### src/rtl/otnl_pkg.sv
// ----------------------------------------------------------------------------
// otnl_pkg: shared types and constants for the nearest landmark unit
// Payload structs, configuration register codes, controller commands and
// datapath status used across the block.
// ----------------------------------------------------------------------------
package otnl_pkg;

  localparam int CFG_IDX_W     = 3;
  localparam int CFG_DATA_W    = 24;
  localparam int COUNT_W       = 7;
  // Table depth; the slot and count fields below are sized for it.
  localparam int MAX_LANDMARKS = 64;

  localparam logic signed [23:0] POSE_X_RST = 24'sd0;
  localparam logic signed [23:0] POSE_Y_RST = 24'sd0;
  localparam logic signed [15:0] COS_RST    = 16'sd16384;
  localparam logic signed [15:0] SIN_RST    = 16'sd0;
  localparam logic [COUNT_W-1:0] COUNT_RST  = '0;

  typedef enum logic [CFG_IDX_W-1:0] {
    CFG_POSE_X      = 3'd0,
    CFG_POSE_Y      = 3'd1,
    CFG_COS_HEADING = 3'd2,
    CFG_SIN_HEADING = 3'd3,
    CFG_LM_COUNT    = 3'd4
  } cfg_idx_t;

  typedef enum logic {
    FUNC_LOAD = 1'b0,
    FUNC_OBS  = 1'b1
  } func_t;

  typedef struct packed {
    logic              func;
    logic [5:0]        slot;
    logic signed [23:0] mark_x;
    logic signed [23:0] mark_y;
    logic [15:0]       mark_id;
    logic signed [23:0] obs_x;
    logic signed [23:0] obs_y;
  } in_item_t;

  typedef struct packed {
    logic signed [23:0] map_x;
    logic signed [23:0] map_y;
    logic [5:0]        best_slot;
    logic [15:0]       best_id;
    logic [49:0]       best_dist_sq;
    logic              valid_res;
  } out_item_t;

  typedef enum logic [3:0] {
    ST_IDLE,
    ST_P0,
    ST_P1,
    ST_P2,
    ST_P3,
    ST_P4,
    ST_P5,
    ST_SCAN,
    ST_DRAIN
  } state_t;

  typedef enum logic [1:0] {
    MS_C_OX,
    MS_S_OY,
    MS_S_OX,
    MS_C_OY
  } mul_sel_t;

  typedef enum logic [1:0] {
    ACC_HOLD,
    ACC_LOAD,
    ACC_ADD,
    ACC_SUB
  } acc_op_t;

  typedef struct packed {
    logic               mark_wr;
    logic               obs_load;
    mul_sel_t           mul_sel;
    acc_op_t            acc_op;
    logic               map_x_ld;
    logic               map_y_ld;
    logic               rd_en;
    logic [COUNT_W-1:0] rd_idx;
    logic               out_ld;
  } ctl_cmd_t;

  typedef struct packed {
    logic [COUNT_W-1:0] scan_n;
    logic               pipe_busy;
  } dp_stat_t;

endpackage

### src/rtl/otnl_ctrl.sv
// ----------------------------------------------------------------------------
// otnl_ctrl: sequencer for the nearest landmark unit
// Steps the shared rotation multiplier, issues the landmark scan and hands
// the finished result to the output register.
// ----------------------------------------------------------------------------
module otnl_ctrl
  import otnl_pkg::*;
(
  input  logic     clk,
  input  logic     rst_n,
  input  logic     in_valid,
  output logic     in_ready,
  input  logic     in_func,
  output logic     out_valid,
  input  logic     out_ready,
  output ctl_cmd_t cmd,
  input  dp_stat_t stat
);

  state_t             state_r, state_nxt;
  logic [COUNT_W-1:0] idx_r, idx_nxt;
  logic               out_valid_r, out_valid_nxt;
  logic               out_free;

  assign out_free  = !out_valid_r || out_ready;
  assign out_valid = out_valid_r;

  always_ff @(posedge clk) begin
    if (!rst_n) begin
      state_r     <= ST_IDLE;
      idx_r       <= '0;
      out_valid_r <= 1'b0;
    end else begin
      state_r     <= state_nxt;
      idx_r       <= idx_nxt;
      out_valid_r <= out_valid_nxt;
    end
  end

  always_comb begin
    state_nxt    = state_r;
    idx_nxt      = idx_r;
    in_ready     = 1'b0;
    cmd          = '0;
    cmd.mul_sel  = MS_C_OX;
    cmd.acc_op   = ACC_HOLD;
    cmd.rd_idx   = idx_r;

    unique case (state_r)
      ST_IDLE: begin
        in_ready = 1'b1;
        if (in_valid) begin
          if (func_t'(in_func) == FUNC_OBS) begin
            cmd.obs_load = 1'b1;
            state_nxt    = ST_P0;
          end else begin
            cmd.mark_wr = 1'b1;
          end
        end
      end
      ST_P0: begin
        cmd.mul_sel = MS_C_OX;
        state_nxt   = ST_P1;
      end
      ST_P1: begin
        cmd.mul_sel = MS_S_OY;
        cmd.acc_op  = ACC_LOAD;
        state_nxt   = ST_P2;
      end
      ST_P2: begin
        cmd.mul_sel = MS_S_OX;
        cmd.acc_op  = ACC_SUB;
        state_nxt   = ST_P3;
      end
      ST_P3: begin
        cmd.mul_sel  = MS_C_OY;
        cmd.acc_op   = ACC_LOAD;
        cmd.map_x_ld = 1'b1;
        state_nxt    = ST_P4;
      end
      ST_P4: begin
        cmd.acc_op = ACC_ADD;
        state_nxt  = ST_P5;
      end
      ST_P5: begin
        cmd.map_y_ld = 1'b1;
        idx_nxt      = '0;
        state_nxt    = (stat.scan_n == '0) ? ST_DRAIN : ST_SCAN;
      end
      ST_SCAN: begin
        cmd.rd_en = 1'b1;
        idx_nxt   = idx_r + 1'b1;
        if (idx_nxt == stat.scan_n) begin
          state_nxt = ST_DRAIN;
        end
      end
      ST_DRAIN: begin
        if (!stat.pipe_busy && out_free) begin
          cmd.out_ld = 1'b1;
          state_nxt  = ST_IDLE;
        end
      end
      default: begin
        state_nxt = ST_IDLE;
      end
    endcase
  end

  always_comb begin
    if (cmd.out_ld) begin
      out_valid_nxt = 1'b1;
    end else if (out_ready) begin
      out_valid_nxt = 1'b0;
    end else begin
      out_valid_nxt = out_valid_r;
    end
  end

endmodule

### config.mk
export PLATFORM = sky130hd
export DESIGN_NAME = otnl_ctrl
export DESIGN_NICKNAME = d
export VERILOG_FILES = /design/src/rtl/otnl_pkg.sv /design/src/rtl/otnl_ctrl.sv
export SDC_FILE = /design/constraint.sdc
export NUM_CORES = 1
export LEC_CHECK = 0
export BUFFER_PORTS_ARGS = -buffer_cell sky130_fd_sc_hd__buf_4
export CAP_MARGIN = 40
export CORE_MARGIN = 5
export CORE_UTILIZATION = 45
export CTS_CLUSTER_DIAMETER = 50
export DETAILED_ROUTE_END_ITERATION = 16
export PLACE_DENSITY_LB_ADDON = 0.08
export SYNTH_ARGS = -nofsm -noshare
export SYNTH_HDL_FRONTEND = slang
export SYNTH_SLANG_ARGS = --single-unit
### constraint.sdc
create_clock -name clk -period 2.8 [get_ports clk]
set_clock_uncertainty 0.15 [all_clocks]
set_input_delay 0.28 -clock clk [delete_from_list [all_inputs] [get_ports clk]]
set_output_delay 0.28 -clock clk [all_outputs]
set_load 0.05 [all_outputs]
==> out/qor.txt <==
Root Driver = clkbuf_4
Critical R2R Capture = state_r[2]
Pwr Density = 315 mW/mm^2
Routed vias/inst = 5.50
R2R setup slack = 620 ps
# fillers = 205
Status = finished, final reports clean
Syn_nets = 139
Total wire length = 2540 microns
Fin crit share = 80.3%
First-pass DRT Iterations = 4
Pin count of the biggest net entering global routing = 18
Antenna-violating nets left = 0
Register-to-Register Path Depth = 6
Final Hold Vio Count = 0
H-tree depth = 1
Fin Setup TNS = 0 ps
Clock latency on the worst-skew pair = 280 ps
Initial core utilization = 46.2%
Hold Path Class = primary input to flop
Reg-to-reg startpoint = idx_r[0]
Met3 WL = 160 microns
Critical Path, Cell by Cell = clkinv_1 -> or2_2 -> a21oi_1 -> buf_4
Residual DRC = 0
DP Worst Slack = 636 ps
Synth warn = 0
Buf/Inv on CP = 2
First-pass GRT wire length = 4310 microns
Met2 wire len = 1240 microns
Flops & latches, synth = 12
GP Congestion = 0.872
Logic depth of the worst path, buffers included = 4
Uppermost layer routed = met4
Core area = 0.00215 sq mm
Cell count after synthesis = 125
Sequential Area = 240 sq um
Top Family by Delay on Critical Path = flip-flops
Leak Pwr = 0.474 nW
Io pins = 32
Post-Syn Area = 992 sq um
Worst EP arrival = 1820 ps
Routed len/inst = 14.0 microns
Register area share after synthesis = 24.2%
GRT overflow = 0
Distinct cells, synth = 43
Detail Placement HPWL = 1930 microns
Setup Viol. Count Final = 0
Crit Path Class = flop to output port
Largest stage delay on the critical path = 680 ps
PnR worst setup slack = 552 ps
Antenna fix cells = 0
Critical Path End = cmd[14]
Final #Nets = 168
Port bufs = 31
Post-CTS setup buffer count = 0
Critical Path Start Type = flop
1st-iter DRT viols = 26
Die area = 0.00324 sq mm
CTS Sinks = 12
Relative slew slack = 62.7%
Vias in the first global route = 958
Clock-pin transition on the worst setup and hold timing paths = 90 ps
Die Width = 57.0 microns
Syn_area_per_cell = 7.94 sq um
Max-cap violation count = 0
Fin crit period = 2250 ps
Longest Clk Path Bufs = 2
Worst-Margin Slew = 559 ps
Via count = 995
Peak Freq = 445 MHz
CP Launch Point = state_r[0]
VDD IR max = 0.153 mV
CTS tree = built
CTS resizes = 0
Critical Path Slowest Stage Cell = dfxtp_1
WP data required = 2370 ps
Initial antenna violation count = 0
Num CTS Buffers = 3
Metal1 wirelength = 1120 microns
RSZ-0062 raised after global routing = false
P&R area growth vs syn = 23.5%
Footprint of the multi-input gates = 651 sq um
Post-CTS Hold Buffers = 0
# rows = 17
Worst-path fanout max = 17
Slew Limit Fails = 0
Die H = 57.0 microns
Crit end category = output port
GRT Overall Usage = 16.3%
Fraction of layout cells with a size suffix above 1 = 30.1%
[kinds of logic (layout without fill, tap and decap cells)]
family,Yosys count,in the layout,share of synthesized area (%)
and+or+nand+nor,55,55,32.0
AOI/OAI and AO/OA,33,33,22.3
buffers and inverters,13,41,10.2
DFF,12,12,24.2
xor gates and xnor gates,10,10,8.83
adders and majority gates,1,1,1.26
muxes,1,1,1.13
[flip-flops by register name (all words and copies together) (netlist names)]
signal     cells
out_valid      1
state_r        4
idx_r          7
[how the worst min path moves through the flow]
stage	startpoint	endpoint	slack (ps)	cells past startpoint
2_1_floorplan	rst_n	out_valid	250	1
3_3_place_gp	idx_r[1]	idx_r[1]	340	2
3_5_place_dp	idx_r[1]	idx_r[1]	350	2
4_1_cts	rst_n	out_valid	60	2
5_1_grt	rst_n	out_valid	80	2
6_report	rst_n	out_valid	60	2
[metal layers]
layer,up-vias,GRT usage (%)
met3,2,3.62
met2,25,27.9
li1,509,-
met5,-,0
met4,0,4.97
met1,459,20.4
[synthesized netlist by cell type, drive strengths merged]
cell type	number	area share [%]
clkinv	2	0.76
nor2b	1	0.63
o311ai	1	0.88
and2	1	0.63
and3	2	1.3
nand4bb	1	1.1
nand2	9	3.4
a22oi	1	0.76
xor2	3	2.6
o221a	2	2.3
or4	1	0.76
or2	1	0.63
nand2b	2	1.3
dfxtp	12	24
clkbuf	5	4.9
nand3	6	4.3
buf	4	3.8
inv	2	0.76
a22o	1	1.0
nor4b	2	1.8
a2bb2oi	2	1.8
nor4	1	0.63
xnor2	7	6.2
ha	1	1.3
nor3b	3	2.3
nand3b	2	1.5
o21ai	4	2.0
mux2	1	1.1
nor2	12	4.5
o2111ai	2	1.8
a211oi	1	0.76
o32ai	1	0.88
a21oi	15	7.6
nor3	7	4.0
o21a	2	1.5
and2b	1	0.88
o2111a	1	1.1
or3	3	2.4
[layout make-up]
type	instances	area share, %
Timing Repair Buffer	33	20.2
Clock buffer	4	2.96
Tap cell	28	2.86
Sequential cell	12	19.6
Inverter	4	1.23
Multi-Input combinational cell	100	53.1
[placed cells by master (no fill, tap or decap), types with 2 or more instances in the layout]
| master | instances |
|---|---|
| nand2_1 | 9 |
| nor3_1 | 6 |
| nand3_1 | 5 |
| and3_1 | 2 |
| or3_1 | 2 |
| a2bb2oi_1 | 2 |
| xor2_1 | 3 |
| nand3b_1 | 2 |
| clkbuf_4 | 3 |
| dfxtp_1 | 12 |
| o21ai_0 | 4 |
| o221a_2 | 2 |
| o21a_1 | 2 |
| inv_1 | 2 |
| clkinv_1 | 2 |
| nor3b_1 | 3 |
| nor4b_1 | 2 |
| nand2b_1 | 2 |
| xnor2_1 | 7 |
| buf_4 | 33 |
| o2111ai_1 | 2 |
| a21oi_1 | 15 |
| nor2_1 | 12 |
[power by group]
part | switching, W | internal [W] | leakage (nW) | total (W)
Combinational | 0.0000362 | 0.0000281 | 0.356 | 0.0000642
Sequential | 0.00000439 | 0.000172 | 0.0968 | 0.000176
Clock | 0.0000662 | 0.0000791 | 0.0210 | 0.000145
[metrics by stage]
stage,hold WS (ps),total power [W],instances,util (%),instance area (sq um)
after detailed placement,347,0.000244,177,55.3,1190
after global routing,75.9,0.000399,181,57.0,1220
after CTS,64.9,0.000385,181,57.0,1220
after floorplan,247,0.000217,125,-,992
final,63.4,0.000385,181,57.0,1220
after global placement,336,0.000244,177,55.3,1190
No activity file was read; power rests on OpenSTA's default activity.
